### config.mk
export PLATFORM = sky130hd
export DESIGN_NAME = utf8_to_utf16_validating_decoder
export DESIGN_NICKNAME = d
export VERILOG_FILES = /design/src/rtl/utf8d_pkg.sv /design/src/rtl/utf8d_front.sv /design/src/rtl/utf8d_queue.sv /design/src/rtl/utf8d_back.sv /design/src/rtl/utf8_to_utf16_validating_decoder.sv
export SDC_FILE = /design/constraint.sdc
export NUM_CORES = 1
export LEC_CHECK = 0
export BUFFER_PORTS_ARGS = -buffer_cell sky130_fd_sc_hd__buf_2
export CAP_MARGIN = 30
export CORE_MARGIN = 2
export CORE_UTILIZATION = 55
export CTS_BUF_LIST = sky130_fd_sc_hd__clkbuf_8
export DETAILED_ROUTE_END_ITERATION = 12
export MAX_ROUTING_LAYER = met4
export PLACE_DENSITY = 0.79
export SYNTH_ARGS = -nofsm -noshare
export SYNTH_HDL_FRONTEND = slang
export SYNTH_SLANG_ARGS = --single-unit
### constraint.sdc
create_clock -name clk -period 4.1 [get_ports clk]
set_clock_uncertainty 0.1 [all_clocks]
set_input_delay 0.41 -clock clk [delete_from_list [all_inputs] [get_ports clk]]
set_output_delay 0.41 -clock clk [all_outputs]
set_load 0.03 [all_outputs]
### src/rtl/utf8d_pkg.sv
package utf8d_pkg;

  // Result status codes
  localparam logic [2:0] ST_UNIT    = 3'd0;
  localparam logic [2:0] ST_OK      = 3'd1;
  localparam logic [2:0] ST_INVALID = 3'd2;
  localparam logic [2:0] ST_TRUNC   = 3'd3;
  localparam logic [2:0] ST_FULL    = 3'd4;

  // Lead byte ranges and second-byte limits
  localparam logic [7:0] ASCII_MAX   = 8'h7F;
  localparam logic [7:0] LEAD2_MIN   = 8'hC2;
  localparam logic [7:0] LEAD2_MAX   = 8'hDF;
  localparam logic [7:0] LEAD3_MIN   = 8'hE0;
  localparam logic [7:0] LEAD3_MAX   = 8'hEF;
  localparam logic [7:0] LEAD4_MIN   = 8'hF0;
  localparam logic [7:0] LEAD4_MAX   = 8'hF4;
  localparam logic [7:0] LEAD_E0     = 8'hE0;
  localparam logic [7:0] LEAD_ED     = 8'hED;
  localparam logic [7:0] LEAD_F0     = 8'hF0;
  localparam logic [7:0] LEAD_F4     = 8'hF4;
  localparam logic [7:0] SEC_A0      = 8'hA0;
  localparam logic [7:0] SEC_90      = 8'h90;
  localparam logic [1:0] CONT_TAG    = 2'b10;

  // Surrogate construction
  localparam logic [20:0] BMP_MAX    = 21'h00FFFF;
  localparam logic [20:0] SUPP_BASE  = 21'h010000;
  localparam logic [15:0] HI_SURR    = 16'hD800;
  localparam logic [15:0] LO_SURR    = 16'hDC00;

  localparam logic [15:0] CAP_RESET  = 16'hFFFF;
  localparam int unsigned QUEUE_DEPTH = 4;

  // All results caused by one input byte
  typedef struct packed {
    logic [1:0]  n_units;     // 0, 1 or 2 code units
    logic [15:0] unit0;
    logic [15:0] unit1;
    logic        has_status;  // a status result follows the units
    logic [2:0]  status;
    logic [15:0] count;
  } rec_t;

endpackage

### src/rtl/utf8d_front.sv
module utf8d_front (
  input  logic                  clk,
  input  logic                  rst_n,
  input  logic                  cfg_wr_en,
  input  logic [15:0]           cfg_wr_data,
  input  logic                  acc,          // byte taken this cycle
  input  logic [7:0]            data_byte,
  input  logic                  final_byte,
  output logic                  rec_valid,    // byte yields at least one result
  output utf8d_pkg::rec_t       rec
);
  import utf8d_pkg::*;

  logic [15:0] cap_r;
  logic [20:0] pp_r, pp_nxt;
  logic [7:0]  lead_r, lead_nxt;
  logic [1:0]  due_r, due_nxt;
  logic [1:0]  ci_r, ci_nxt;
  logic [15:0] uw_r, uw_nxt;
  logic        drop_r, drop_nxt;

  logic        err;
  logic [2:0]  err_st;
  logic        done;
  logic [20:0] cp;
  logic [20:0] pp_sh;
  logic [1:0]  due_dec;
  logic [19:0] supp;
  logic        range_bad;

  // Classify the byte and work out the new message state
  always_comb begin
    pp_nxt    = pp_r;
    lead_nxt  = lead_r;
    due_nxt   = due_r;
    ci_nxt    = ci_r;
    uw_nxt    = uw_r;
    drop_nxt  = drop_r;
    err       = 1'b0;
    err_st    = ST_INVALID;
    done      = 1'b0;
    cp        = {13'd0, data_byte};
    pp_sh     = {pp_r[14:0], data_byte[5:0]};
    due_dec   = due_r - 2'd1;
    supp      = '0;
    rec       = '0;
    range_bad = (lead_r == LEAD_E0 && data_byte <  SEC_A0) ||
                (lead_r == LEAD_ED && data_byte >= SEC_A0) ||
                (lead_r == LEAD_F0 && data_byte <  SEC_90) ||
                (lead_r == LEAD_F4 && data_byte >= SEC_90);

    if (drop_r) begin
      if (final_byte) drop_nxt = 1'b0;
    end else if (due_r == 2'd0) begin
      if (data_byte <= ASCII_MAX) begin
        done = 1'b1;
      end else begin
        if (data_byte >= LEAD2_MIN && data_byte <= LEAD2_MAX) begin
          pp_nxt  = {16'd0, data_byte[4:0]};
          due_nxt = 2'd1;
        end else if (data_byte >= LEAD3_MIN && data_byte <= LEAD3_MAX) begin
          pp_nxt  = {17'd0, data_byte[3:0]};
          due_nxt = 2'd2;
        end else if (data_byte >= LEAD4_MIN && data_byte <= LEAD4_MAX) begin
          pp_nxt  = {18'd0, data_byte[2:0]};
          due_nxt = 2'd3;
        end else begin
          err = 1'b1;
        end
        lead_nxt = data_byte;
        ci_nxt   = 2'd0;
        if (!err && final_byte) begin
          err    = 1'b1;
          err_st = ST_TRUNC;
        end
      end
    end else begin
      if (data_byte[7:6] != CONT_TAG) begin
        err = 1'b1;
      end else if (ci_r == 2'd0 && range_bad) begin
        err = 1'b1;
      end else begin
        pp_nxt  = pp_sh;
        ci_nxt  = ci_r + 2'd1;
        due_nxt = due_dec;
        if (due_dec != 2'd0) begin
          if (final_byte) begin
            err    = 1'b1;
            err_st = ST_TRUNC;
          end
        end else begin
          done     = 1'b1;
          cp       = pp_sh;
          pp_nxt   = '0;
          lead_nxt = '0;
          ci_nxt   = 2'd0;
        end
      end
    end

    // Emit the completed point, or flag overflow
    supp = 20'(cp - SUPP_BASE);
    if (done) begin
      if (cp <= BMP_MAX) begin
        if (uw_r >= cap_r) begin
          err    = 1'b1;
          err_st = ST_FULL;
        end else begin
          rec.n_units = 2'd1;
          rec.unit0   = cp[15:0];
          uw_nxt      = uw_r + 16'd1;
        end
      end else begin
        if (({1'b0, uw_r} + 17'd2) > {1'b0, cap_r}) begin
          err    = 1'b1;
          err_st = ST_FULL;
        end else begin
          rec.n_units = 2'd2;
          rec.unit0   = HI_SURR + {6'd0, supp[19:10]};
          rec.unit1   = LO_SURR + {6'd0, supp[9:0]};
          uw_nxt      = uw_r + 16'd2;
        end
      end
      if (!err && final_byte) begin
        rec.has_status = 1'b1;
        rec.status     = ST_OK;
        rec.count      = uw_nxt;
        pp_nxt   = '0;
        lead_nxt = '0;
        due_nxt  = 2'd0;
        ci_nxt   = 2'd0;
        uw_nxt   = '0;
      end
    end

    // First error ends the message
    if (err) begin
      rec            = '0;
      rec.has_status = 1'b1;
      rec.status     = err_st;
      pp_nxt   = '0;
      lead_nxt = '0;
      due_nxt  = 2'd0;
      ci_nxt   = 2'd0;
      uw_nxt   = '0;
      drop_nxt = !final_byte;
    end
  end

  assign rec_valid = (rec.n_units != 2'd0) || rec.has_status;

  // Hold message state; advance on each accepted byte
  always_ff @(posedge clk) begin
    if (!rst_n) begin
      cap_r  <= CAP_RESET;
      pp_r   <= '0;
      lead_r <= '0;
      due_r  <= 2'd0;
      ci_r   <= 2'd0;
      uw_r   <= '0;
      drop_r <= 1'b0;
    end else begin
      if (cfg_wr_en) cap_r <= cfg_wr_data;
      if (acc) begin
        pp_r   <= pp_nxt;
        lead_r <= lead_nxt;
        due_r  <= due_nxt;
        ci_r   <= ci_nxt;
        uw_r   <= uw_nxt;
        drop_r <= drop_nxt;
      end
    end
  end

endmodule

### src/rtl/utf8d_queue.sv
module utf8d_queue #(
  parameter int unsigned DEPTH = utf8d_pkg::QUEUE_DEPTH
) (
  input  logic            clk,
  input  logic            rst_n,
  input  logic            push,
  input  utf8d_pkg::rec_t push_rec,
  output logic            full,
  input  logic            pop,
  output logic            head_valid,
  output utf8d_pkg::rec_t head_rec
);
  import utf8d_pkg::*;

  localparam int PW = (DEPTH > 1) ? $clog2(DEPTH) : 1;
  localparam int CW = $clog2(DEPTH + 1);
  localparam logic [PW-1:0] LAST = PW'(DEPTH - 1);
  localparam logic [CW-1:0] FULLC = CW'(DEPTH);

  rec_t          slot_r [DEPTH];
  logic [PW-1:0] wp_r, rp_r;
  logic [CW-1:0] cnt_r;
  logic          do_push, do_pop;

  assign full       = (cnt_r == FULLC);
  assign head_valid = (cnt_r != '0);
  assign head_rec   = slot_r[rp_r];
  assign do_push    = push && !full;
  assign do_pop     = pop && head_valid;

  // Store pushed records
  always_ff @(posedge clk) begin
    if (do_push) slot_r[wp_r] <= push_rec;
  end

  // Advance pointers and occupancy
  always_ff @(posedge clk) begin
    if (!rst_n) begin
      wp_r  <= '0;
      rp_r  <= '0;
      cnt_r <= '0;
    end else begin
      if (do_push) wp_r <= (wp_r == LAST) ? '0 : wp_r + PW'(1);
      if (do_pop)  rp_r <= (rp_r == LAST) ? '0 : rp_r + PW'(1);
      if (do_push && !do_pop)      cnt_r <= cnt_r + CW'(1);
      else if (do_pop && !do_push) cnt_r <= cnt_r - CW'(1);
    end
  end

endmodule

### src/rtl/utf8d_back.sv
module utf8d_back (
  input  logic            clk,
  input  logic            rst_n,
  input  logic            head_valid,
  input  utf8d_pkg::rec_t head_rec,
  output logic            pop,
  output logic            out_tvalid,
  input  logic            out_tready,
  output logic [31:0]     out_tdata,
  output logic [2:0]      out_tuser,
  output logic            out_tlast
);
  import utf8d_pkg::*;

  logic [1:0]  idx_r, idx_nxt;
  logic        vld_r, vld_nxt;
  logic [15:0] unit_r, unit_nxt;
  logic [15:0] cnt_r, cnt_nxt;
  logic [2:0]  st_r, st_nxt;
  logic        last_r, last_nxt;
  logic [1:0]  n_res;
  logic        load;
  logic        is_last;

  assign n_res   = head_rec.n_units + {1'b0, head_rec.has_status};
  assign load    = head_valid && (!vld_r || out_tready);
  assign is_last = (idx_r == n_res - 2'd1);
  assign pop     = load && is_last;

  // Pick the next result of the head record
  always_comb begin
    idx_nxt  = idx_r;
    vld_nxt  = vld_r;
    unit_nxt = unit_r;
    cnt_nxt  = cnt_r;
    st_nxt   = st_r;
    last_nxt = last_r;
    if (load) begin
      vld_nxt  = 1'b1;
      last_nxt = is_last;
      idx_nxt  = is_last ? 2'd0 : idx_r + 2'd1;
      if (idx_r < head_rec.n_units) begin
        unit_nxt = (idx_r == 2'd0) ? head_rec.unit0 : head_rec.unit1;
        st_nxt   = ST_UNIT;
        cnt_nxt  = '0;
      end else begin
        unit_nxt = '0;
        st_nxt   = head_rec.status;
        cnt_nxt  = head_rec.count;
      end
    end else if (out_tready) begin
      vld_nxt = 1'b0;
    end
  end

  // Hold the output beat until taken
  always_ff @(posedge clk) begin
    if (!rst_n) begin
      idx_r <= 2'd0;
      vld_r <= 1'b0;
    end else begin
      idx_r <= idx_nxt;
      vld_r <= vld_nxt;
    end
  end

  always_ff @(posedge clk) begin
    unit_r <= unit_nxt;
    cnt_r  <= cnt_nxt;
    st_r   <= st_nxt;
    last_r <= last_nxt;
  end

  assign out_tvalid = vld_r;
  assign out_tdata  = {cnt_r, unit_r};
  assign out_tuser  = st_r;
  assign out_tlast  = last_r;

endmodule

### src/rtl/utf8_to_utf16_validating_decoder.sv
// Strict UTF-8 to UTF-16 decoder. One UTF-8 byte per input beat, with in_tlast on the
// last byte of a message; each code point leaves as one UTF-16 unit or a surrogate pair
// (high first), and the message closes with one status beat: accepted with the unit
// count, or the first error (invalid sequence, truncated, output full), after which the
// rest of the message up to its last byte is dropped without results. out_tlast marks
// the last beat caused by one input byte. A byte is accepted every cycle while the
// result queue (QUEUE_DEPTH records) has room; results leave one per cycle from the
// output register while out_tready is high, so a byte yielding two or three beats
// holds the output for all of its beats and sets the sustained rate when such bytes
// are dense. The first result of a byte passes the queue, then the output register.
// Write cfg_wr_data (output capacity, reset 65535) only while the block is idle.
module utf8_to_utf16_validating_decoder #(
  parameter int unsigned QUEUE_DEPTH = utf8d_pkg::QUEUE_DEPTH
) (
  input  logic        clk,
  input  logic        rst_n,
  input  logic        cfg_wr_en,
  input  logic [15:0] cfg_wr_data,   // output_capacity
  input  logic        in_tvalid,
  output logic        in_tready,
  input  logic [7:0]  in_tdata,      // [7:0] data_byte
  input  logic        in_tlast,      // final_byte
  output logic        out_tvalid,
  input  logic        out_tready,
  output logic [31:0] out_tdata,     // [15:0] code_unit, [31:16] unit_count
  output logic [2:0]  out_tuser,     // [2:0] status
  output logic        out_tlast      // run_last
);
  import utf8d_pkg::*;

  logic acc;
  logic rec_valid;
  rec_t rec;
  logic full;
  logic pop;
  logic head_valid;
  rec_t head_rec;

  assign in_tready = !full;
  assign acc       = in_tvalid && in_tready;

  // Decode bytes and track message state
  utf8d_front u_front (
    .clk        (clk),
    .rst_n      (rst_n),
    .cfg_wr_en  (cfg_wr_en),
    .cfg_wr_data(cfg_wr_data),
    .acc        (acc),
    .data_byte  (in_tdata),
    .final_byte (in_tlast),
    .rec_valid  (rec_valid),
    .rec        (rec)
  );

  // Buffer per-byte result records
  utf8d_queue #(
    .DEPTH(QUEUE_DEPTH)
  ) u_queue (
    .clk       (clk),
    .rst_n     (rst_n),
    .push      (acc && rec_valid),
    .push_rec  (rec),
    .full      (full),
    .pop       (pop),
    .head_valid(head_valid),
    .head_rec  (head_rec)
  );

  // Serialize records into output beats
  utf8d_back u_back (
    .clk       (clk),
    .rst_n     (rst_n),
    .head_valid(head_valid),
    .head_rec  (head_rec),
    .pop       (pop),
    .out_tvalid(out_tvalid),
    .out_tready(out_tready),
    .out_tdata (out_tdata),
    .out_tuser (out_tuser),
    .out_tlast (out_tlast)
  );

endmodule
==> impl_metrics.env, run 1 <==
export IMPL_p_per_area_mw_per_mm2=541
export IMPL_cts_buffer_depth=3
export IMPL_slew_violations=0
export IMPL_drc_errors=0
export IMPL_h_tree_depth=2
export IMPL_grtUsageTotal_pct=23.3
export IMPL_wl_per_cell_microns=19.5
export IMPL_io_buffer_count=67
export IMPL_hp_class="input pin to register"
export IMPL_synth_edf_count=228
export IMPL_finalHoldViolations=0
export IMPL_grt_max_degree=49
export IMPL_fin_crit_ps=4000
export IMPL_core_area_sq_mm=0.0244
export IMPL_synthAdderAreaFrac_pct=4.44
export IMPL_gp_congestion=0.947
export IMPL_layout_area_overhead_vs_synth_pct=14.9
export IMPL_overflow=0
export IMPL_dr_first_iter_drc_count=673
export IMPL_cts_sinks=300
export IMPL_worstSetupEndpointType="register"
export IMPL_synth_top_family_by_area="compound AO/OA/AOI/OAI gates"
export IMPL_synth_xor_area_share_pct=1.73
export IMPL_cp_max_fo=5
export IMPL_antenna_found_initial=0
export IMPL_dieArea_sq_mm=0.0262
export IMPL_antenna_cells=0
export IMPL_hold_depth=4
export IMPL_cp_required_ps=4280
export IMPL_vias_per_cell=5.87
export IMPL_clk_latency_ps=570
export IMPL_vias=8775
export IMPL_syn_area_sq_mm=0.0137
export IMPL_clk_pin_slew_ps=60
export IMPL_cp_start_kind="register"
export IMPL_synthFlopType="edfxtp_1"
export IMPL_synth_compound_area_share_pct=10.6
export IMPL_arrival_ps=4180
export IMPL_cts_tree="built"
export IMPL_layout_drive_gt1_share_pct=23.2
export IMPL_finalCritPeriodShare_pct=97.4
export IMPL_max_freq_mhz=250
export IMPL_yosys_warnings=0
export IMPL_status="finished, final reports clean"
export IMPL_routed_wl_microns=29100
export IMPL_postLayoutCoreUtil_pct=64.5
export IMPL_synth_area_mux_share_pct=9.48
export IMPL_placed_area_sq_mm=0.0145
export IMPL_design_area_sq_mm=0.0157
export IMPL_reg2reg_slack_ps=100
export IMPL_netlist_instances=1013
export IMPL_cap_viol_max_count=0
export IMPL_p_leak_nw=5.95
export IMPL_die_h_microns=162
export IMPL_vdd_ir_drop_max_v=0.000379
export IMPL_rr_worst_depth=16
export IMPL_drtPass1Iterations=5
export IMPL_ant_nets=0
export IMPL_cts_made_buffers=47
export IMPL_synth_seq_cells=300
export IMPL_tightestPinTransition_ps=1030
export IMPL_synth_fp_nets=1091
export IMPL_ys_async_sr_fraction_pct=0
export IMPL_cts_root_buf="clkbuf_8"
export IMPL_slew_headroom_pct=31.4
export IMPL_hpwl_microns=19200
export IMPL_grt_pass1_vias=8568
export IMPL_initial_core_util_pct=56.2
export IMPL_hold_slack_ps=39.8
export IMPL_rows=57
export IMPL_final_net_count=1211
export IMPL_io_pins=68
export IMPL_die_width_microns=162
export IMPL_grt_pass1_wl_microns=46500
export IMPL_yosysSeqAreaShare_pct=60.5
export IMPL_setup_viol=0
export IMPL_yosys_area_share_simple_pct=10.1
export IMPL_synthDistinctLibCells=81
export IMPL_worstSetupPathType="register to register"
export IMPL_syn_area_per_cell_sq_um=13.5
[routing by layer]
metal | vias to the layer above | routed length, microns | global-route usage [%]
met2 | 343 | 13900 | 36.9
met1 | 4284 | 12400 | 31.7
met5 | - | 0 | -
met3 | 53 | 2210 | 4.32
li1 | 4095 | - | -
met4 | 0 | 538 | 5.91
[registers in the layout (all words and copies together), names as in the netlist, named ones only]
signal / count
u_back.cnt_r: 16
u_back.idx_r: 2
u_back.out_tlast: 1
u_back.out_tuser: 3
u_back.out_tvalid: 1
u_back.unit_r: 16
u_front.cap_r: 16
u_front.ci_r: 2
u_front.drop_r: 1
u_front.due_r: 2
u_front.lead_r: 8
u_front.pp_r: 15
u_front.uw_r: 16
u_queue.cnt_r: 3
u_queue.rp_r: 2
u_queue.slot_r: 192
u_queue.wp_r: 2
[path summary, 6_finish.rpt]
path                                              end              start
worst min-delay path                u_back.out_tvalid         out_tready
worst max register to register  u_queue.slot_r[2][16]    u_front.uw_r[1]
worst max-delay path            u_queue.slot_r[2][16]    u_front.uw_r[1]
worst min register to register      u_front.lead_r[5]  u_front.lead_r[5]
[area by class of cell]
class | instances | area, sq um
Fill cell | 1762 | 8650
Sequential cell | 300 | 8290
Clock buffer | 52 | 716
Timing Repair Buffer | 127 | 900
Multi-Input combinational cell | 612 | 5060
Inverter | 45 | 169
Clock inverter | 34 | 195
Tap cell | 324 | 405
[critical path, stage by stage, from the launching register on]
cell	delay (ps)
dfxtp_1	350
ha_2	190
and3_4	200
and3_1	170
and3_1	190
and3_4	230
nand3_1	120
xnor2_1	160
ha_1	290
nand4_1	120
nor3_2	80
o31a_1	130
o31a_1	330
o32ai_4	390
buf_4	190
nand2_1	50
a21oi_1	430
[cell families after synthesis]
group	after synthesis
and+or+nand+nor	273
buffers and inverters	101
AOI/OAI and AO/OA	195
muxes	69
adders and majority gates	48
xor gates and xnor gates	27
DFF	300
[repair_timing]
item / CTS / global route
hold buffers: 16 / 0
buffers inserted: 0 / 4
endpoints found under the setup margin: 0 / 142
resized for setup: 0 / 17
hold endpoints to repair: 16 / 0
[power breakdown]
| part | total (mW) | internal [mW] | switching, mW |
|---|---|---|---|
| clock | 2.41 | 1.29 | 1.12 |
| sequential | 3.91 | 3.78 | 0.124 |
| combinational | 2.20 | 0.787 | 1.41 |
| total | 8.51 | 5.86 | 2.65 |
[cells in the final DEF, fill, tap and decap left out, types with 5 or more instances in the layout]
| cell | count |
|---|---|
| edfxtp_1 | 228 |
| nand2_1 | 73 |
| dfxtp_1 | 69 |
| buf_2 | 67 |
| inv_1 | 61 |
| nor2_1 | 59 |
| clkbuf_8 | 52 |
| mux4_2 | 48 |
| ha_1 | 46 |
| a21oi_1 | 42 |
| buf_4 | 38 |
| and2_1 | 36 |
| o21ai_0 | 30 |
| a22o_1 | 25 |
| o211ai_1 | 18 |
| mux2i_1 | 18 |
| nand4_1 | 16 |
| dlygate4sd3_1 | 16 |
| nor3_1 | 15 |
| xnor2_1 | 15 |
| xor2_1 | 12 |
| a31oi_1 | 12 |
| nand3_1 | 11 |
| or3_1 | 11 |
| nor2b_1 | 8 |
| clkinv_1 | 8 |
| o22ai_1 | 7 |
| a22oi_1 | 7 |
| or2_2 | 6 |
| a21boi_0 | 5 |
| and3_1 | 5 |
[cell usage after synthesis, types with 4 or more instances]
| master | number | share of area (%) |
|---|---|---|
| edfxtp_1 | 228 | 50 |
| nand2_1 | 73 | 2.0 |
| dfxtp_1 | 72 | 11 |
| nor2_1 | 61 | 1.7 |
| mux4_2 | 48 | 7.9 |
| ha_1 | 47 | 4.3 |
| a21oi_1 | 46 | 1.7 |
| inv_1 | 42 | 1.2 |
| and2_1 | 40 | 1.8 |
| clkbuf_1 | 33 | 0.90 |
| o21ai_0 | 30 | 1.1 |
| a22o_1 | 25 | 1.6 |
| mux2i_1 | 18 | 1.3 |
| o211ai_1 | 18 | 0.99 |
| nor3_1 | 17 | 0.62 |
| nand4_1 | 16 | 0.73 |
| xnor2_1 | 15 | 0.96 |
| a31oi_1 | 12 | 0.55 |
| nand3_1 | 12 | 0.44 |
| xor2_1 | 12 | 0.77 |
| or3_1 | 11 | 0.50 |
| buf_1 | 8 | 0.22 |
| nor2b_1 | 8 | 0.37 |
| a22oi_1 | 7 | 0.38 |
| and3_1 | 7 | 0.32 |
| buf_2 | 7 | 0.26 |
| o22ai_1 | 7 | 0.32 |
| or2_2 | 6 | 0.27 |
| a21boi_0 | 5 | 0.27 |
| buf_6 | 5 | 0.41 |
| nand2b_1 | 4 | 0.18 |
| nor4_1 | 4 | 0.18 |
[stage by stage]
stage	worst slack (ps)	cells	TNS, ps	power (mW)
floorplan	14.3	1013	0	5.52
global placement	185	1387	0	6.07
detailed placement	49.1	1387	0	6.13
CTS	3.20	1489	0	8.55
global route	-24.3	1494	-201	8.93
finish	105	1494	0	8.51
Note: power is estimated with default switching activity, not from simulation.
==> run 2, diff against run 1 <==
--- a/config.mk
+++ b/config.mk
@@ -12,7 +12,7 @@
 export CTS_BUF_LIST = sky130_fd_sc_hd__clkbuf_8
 export DETAILED_ROUTE_END_ITERATION = 12
 export MAX_ROUTING_LAYER = met4
-export PLACE_DENSITY = 0.79
+export PLACE_DENSITY = 0.76
 export SYNTH_ARGS = -nofsm -noshare
 export SYNTH_HDL_FRONTEND = slang
 export SYNTH_SLANG_ARGS = --single-unit
==> constraint.sdc (replaced) <==
create_clock -name clk -period 4.5 [get_ports clk]
set_clock_uncertainty 0.1 [all_clocks]
set_input_delay 0.45 -clock clk [delete_from_list [all_inputs] [get_ports clk]]
set_output_delay 0.45 -clock clk [all_outputs]
set_load 0.03 [all_outputs]
==> impl_metrics.env, run 2 (synthesis gave the netlist of run 1 again) <==
export IMPL_worstReg2RegStart="u_front.uw_r[1]"
export IMPL_io_buffer_count=67
export IMPL_design_area_sq_mm=0.0155
export IMPL_finalHoldViolations=0
export IMPL_cap_viol_max_count=0
export IMPL_final_cell_mix="edfxtp_1, nand2_1, dfxtp_1"
export IMPL_p_leak_nw=5.83
export IMPL_grt_pass1_vias=8385
export IMPL_ant_nets=0
export IMPL_layout_area_overhead_vs_synth_pct=13.1
export IMPL_worstSetupEndpointType="register"
export IMPL_drtPass1Iterations=5
export IMPL_routed_wl_microns=28400
export IMPL_overflow=0
export IMPL_max_freq_mhz=238
export IMPL_antenna_found_initial=0
export IMPL_io_pins=68
export IMPL_dp_slack_ps=212
export IMPL_hold_depth=3
export IMPL_rsz0062_at_grt="true"
export IMPL_clk_latency_ps=570
export IMPL_core_area_sq_mm=0.0244
export IMPL_cts_made_buffers=48
export IMPL_layout_drive_gt1_share_pct=22.0
export IMPL_grtUsageTotal_pct=22.7
export IMPL_initial_core_util_pct=56.2
export IMPL_stdcell_count=1472
export IMPL_cp_required_ps=4860
export IMPL_reg2reg_to="u_front.pp_r[4]"
export IMPL_h_tree_depth=2
export IMPL_largest_reg_flops=192
export IMPL_hpwl_microns=18500
export IMPL_arrival_ps=4560
export IMPL_hold_slack_ps=14.2
export IMPL_grt_max_degree=49
export IMPL_clk_pin_slew_ps=60
export IMPL_p_per_area_mw_per_mm2=494
export IMPL_final_net_count=1192
export IMPL_wl_per_cell_microns=19.3
export IMPL_regMostFlops="u_queue.slot_r"
export IMPL_cts_root_buf="clkbuf_8"
export IMPL_vias_per_cell=5.82
export IMPL_worstSetupPathType="register to register"
export IMPL_rr_worst_depth=16
export IMPL_worst_slack_ps=300
export IMPL_finalCritPeriodShare_pct=93.3
export IMPL_cp_start_kind="register"
export IMPL_setup_viol=0
export IMPL_gp_congestion=0.938
export IMPL_placed_area_sq_mm=0.0145
export IMPL_tightestPinTransition_ps=1030
export IMPL_min_from="cfg_wr_data[14]"
export IMPL_dp_cells=1377
export IMPL_postLayoutCoreUtil_pct=63.5
export IMPL_grt_pass1_wl_microns=45400
export IMPL_dieArea_sq_mm=0.0262
export IMPL_cts_buffer_depth=3
export IMPL_slew_violations=0
export IMPL_die_h_microns=162
export IMPL_cts_tree="built"
export IMPL_dr_first_iter_drc_count=722
export IMPL_vdd_ir_drop_max_v=0.000343
export IMPL_antenna_cells=0
export IMPL_reg2reg_slack_ps=300
export IMPL_cp_max_fo=6
export IMPL_layout_commonest_cell="edfxtp_1"
export IMPL_fillers=1828
export IMPL_hold_path_endpoint="u_front.cap_r[14]"
export IMPL_fin_crit_ps=4200
export IMPL_cts_sinks=300
export IMPL_drc_errors=0
export IMPL_rows=57
export IMPL_die_width_microns=162
export IMPL_status="finished, final reports clean"
export IMPL_hp_class="input pin to register"
export IMPL_slew_headroom_pct=31.5
export IMPL_vias=8569
[run 2: per-layer routing]
layer / vias up / global-route usage (%) / part of all wire [%]
li1: 4063 / - / -
met2: 305 / 34.6 / 47
met5: - / - / 0
met3: 38 / 3.45 / 6.2
met1: 4163 / 32.7 / 46
met4: 0 / 5.47 / 1.6
[run 2: how the worst max path moves through the flow]
stage	startpoint	endpoint	cells past startpoint
after floorplan	u_front.uw_r[2]	u_queue.slot_r[0][10]	18
after global placement	u_front.uw_r[1]	u_front.ci_r[0]	16
after detailed placement	u_front.uw_r[1]	u_front.ci_r[0]	16
after CTS	u_front.uw_r[1]	u_front.ci_r[0]	16
after global routing	u_front.uw_r[2]	u_queue.slot_r[0][2]	15
final	u_front.uw_r[1]	u_front.pp_r[4]	16
[run 2: critical path, cell delays in order, from the launching register on]
cell     delay, ps
dfxtp_1        340
ha_1           170
and3_1         200
and3_1         180
and3_1         180
and3_1         290
nand3_1        200
xnor2_1        190
ha_1           310
nand4_1        130
nor3_1         260
a21oi_1        160
o31a_1         160
o32ai_4        410
a21oi_4        150
or2_1          360
o41ai_2        320
[run 2: power by group]
group          internal, mW  leakage (nW)  switching, mW
clock                  1.15         0.533           1.02
sequential             3.45          2.72          0.126
combinational         0.683          2.58           1.23
[run 2: area by class of cell]
cell class                 instances  area (sq um)  share of cell area (%)
sequential                       300          8290                    53.5
multi-input combinational        612          5010                    32.3
timing repair buffer             107           723                    4.67
clock buffer                      50           688                    4.44
tap                              324           405                    2.62
clock inverter                    34           208                    1.34
inverter                          45           169                    1.09
[run 2: repair_timing]
action,4_1_cts,5_1_grt
setup buffers,0,1
endpoints found under the setup margin,0,57
hold endpoints to repair,10,0
resized for setup,0,7
hold buffers,10,0
[run 2: per-stage QoR]
stage	setup TNS [ps]	power, mW
2_1_floorplan	0	5.03
3_3_place_gp	0	5.51
3_5_place_dp	0	5.55
4_1_cts	0	7.72
5_1_grt	-88.8	8.03
6_report	0	7.65
==> run 3, diff against run 2 <==
--- a/config.mk
+++ b/config.mk
@@ -13,6 +13,7 @@
 export DETAILED_ROUTE_END_ITERATION = 12
 export MAX_ROUTING_LAYER = met4
 export PLACE_DENSITY = 0.76
+export REMOVE_ABC_BUFFERS = 1
 export SYNTH_ARGS = -nofsm -noshare
 export SYNTH_HDL_FRONTEND = slang
 export SYNTH_SLANG_ARGS = --single-unit
==> impl_metrics.env, run 3 (synthesis gave the netlist of run 1 again) <==
export IMPL_status="finished, final reports clean"
export IMPL_antenna_cells=0
export IMPL_cp_start_kind="register"
export IMPL_initial_core_util_pct=56.2
export IMPL_cp_max_fo=6
export IMPL_drc_errors=0
export IMPL_finalCritPeriodShare_pct=96.8
export IMPL_vias=8703
export IMPL_vias_per_cell=5.86
export IMPL_cap_viol_max_count=0
export IMPL_dieArea_sq_mm=0.0262
export IMPL_slew_headroom_pct=41.4
export IMPL_vdd_ir_drop_max_v=0.000346
export IMPL_io_buffer_count=67
export IMPL_layout_commonest_cell="edfxtp_1"
export IMPL_hpwl_microns=19400
export IMPL_antenna_found_initial=0
export IMPL_cts_made_buffers=48
export IMPL_p_leak_nw=5.90
export IMPL_routed_wl_microns=29600
export IMPL_finalPower_mw=7.84
export IMPL_gp_congestion=0.934
export IMPL_grt_pass1_wl_microns=47700
export IMPL_slew_violations=0
export IMPL_cts_sinks=300
export IMPL_cp_required_ps=4680
export IMPL_cts_buffer_depth=3
export IMPL_cts_tree="built"
export IMPL_grt_max_degree=49
export IMPL_wl_per_cell_microns=19.9
export IMPL_ant_nets=0
export IMPL_h_tree_depth=2
export IMPL_final_net_count=1200
export IMPL_rows=57
export IMPL_overflow=0
export IMPL_hp_class="input pin to register"
export IMPL_setup_viol=0
export IMPL_regMostFlops="u_queue.slot_r"
export IMPL_die_h_microns=162
export IMPL_tightestPinTransition_ps=879
export IMPL_final_cell_mix="edfxtp_1, nand2_1, dfxtp_1"
export IMPL_arrival_ps=4530
export IMPL_cts_root_buf="clkbuf_8"
export IMPL_grt_pass1_vias=8839
export IMPL_max_freq_mhz=230
export IMPL_finalHoldViolations=0
export IMPL_fin_crit_ps=4350
export IMPL_worstSetupEndpointType="register"
export IMPL_clk_pin_slew_ps=60
export IMPL_core_area_sq_mm=0.0244
export IMPL_worstSetupPathType="register to register"
export IMPL_p_per_area_mw_per_mm2=501
export IMPL_layout_area_overhead_vs_synth_pct=14.3
export IMPL_dr_first_iter_drc_count=814
export IMPL_die_width_microns=162
export IMPL_layout_drive_gt1_share_pct=22.8
export IMPL_hold_slack_ps=42.0
export IMPL_clk_latency_ps=580
export IMPL_io_pins=68
export IMPL_largest_reg_flops=192
export IMPL_grtUsageTotal_pct=24.1
export IMPL_drtPass1Iterations=5
run 3: layout make-up:
| type | count | area, sq um |
|---|---|---|
| fillers | 1838 | 8730 |
| flip-flops and latches | 300 | 8290 |
| multi-input cells | 612 | 5030 |
| repair buffers | 115 | 795 |
| clock buffers | 56 | 771 |
| well taps | 324 | 405 |
| clock inverters | 33 | 201 |
| inverters | 45 | 169 |
run 3: final timing paths:
path	start	endpoint	slack [ps]	depth (start not counted)
setup / recovery	u_front.uw_r[1]	u_queue.slot_r[1][2]	150	15
hold / removal	cfg_wr_data[15]	u_front.cap_r[15]	40	3
setup reg to reg	u_front.uw_r[1]	u_queue.slot_r[1][2]	150	15
hold reg to reg	u_back.out_tvalid	u_back.out_tvalid	380	2
run 3: metrics by stage:
| stage | setup slack, ps | cell area [sq um] | std cells | util, % | TNS [ps] |
|---|---|---|---|---|---|
| final | 145 | 15700 | 1485 | 64.2 | 0 |
| after detailed placement | 91.9 | 14500 | 1380 | 59.4 | 0 |
| after floorplan | -381 | 13400 | 957 | - | -500 |
| after CTS | 49.2 | 15600 | 1484 | 64.0 | 0 |
| after global placement | 308 | 14500 | 1378 | 59.3 | 0 |
| after global routing | -2.19 | 15700 | 1485 | 64.2 | -7.49 |
run 3: power by group:
group	switching, mW	internal (mW)
sequential	0.121	3.45
combinational	1.27	0.698
clock	1.05	1.25
total	2.44	5.40
run 3: per-layer routing:
metal	global-route usage (%)	share of wire (%)	vias up	wire (microns)
met5	-	0	-	0
met4	6.72	1.8	0	519
met3	4.29	7.1	50	2110
met2	36.2	46	341	13700
met1	34.2	45	4245	13300
li1	-	-	4067	-
run 3: worst max-delay path, stage by stage, from the launching register on:
cell and delay [ps]:
dfxtp_2 390, ha_1 180, and3_1 210, and3_1 180, and3_1 180, and3_1 290
nand3_1 210, xnor2_1 180, ha_1 300, nand4_1 150, nor3_2 230, a21oi_1 130
o31a_1 160, o32ai_4 410, nand3_1 150, nor3_1 600
run 3: timing repair:
item,in CTS,in global routing
hold endpoints to repair,15,0
hold buffers,15,0
buffers inserted,0,1
gates resized for setup,0,13
setup endpoints to repair,0,95
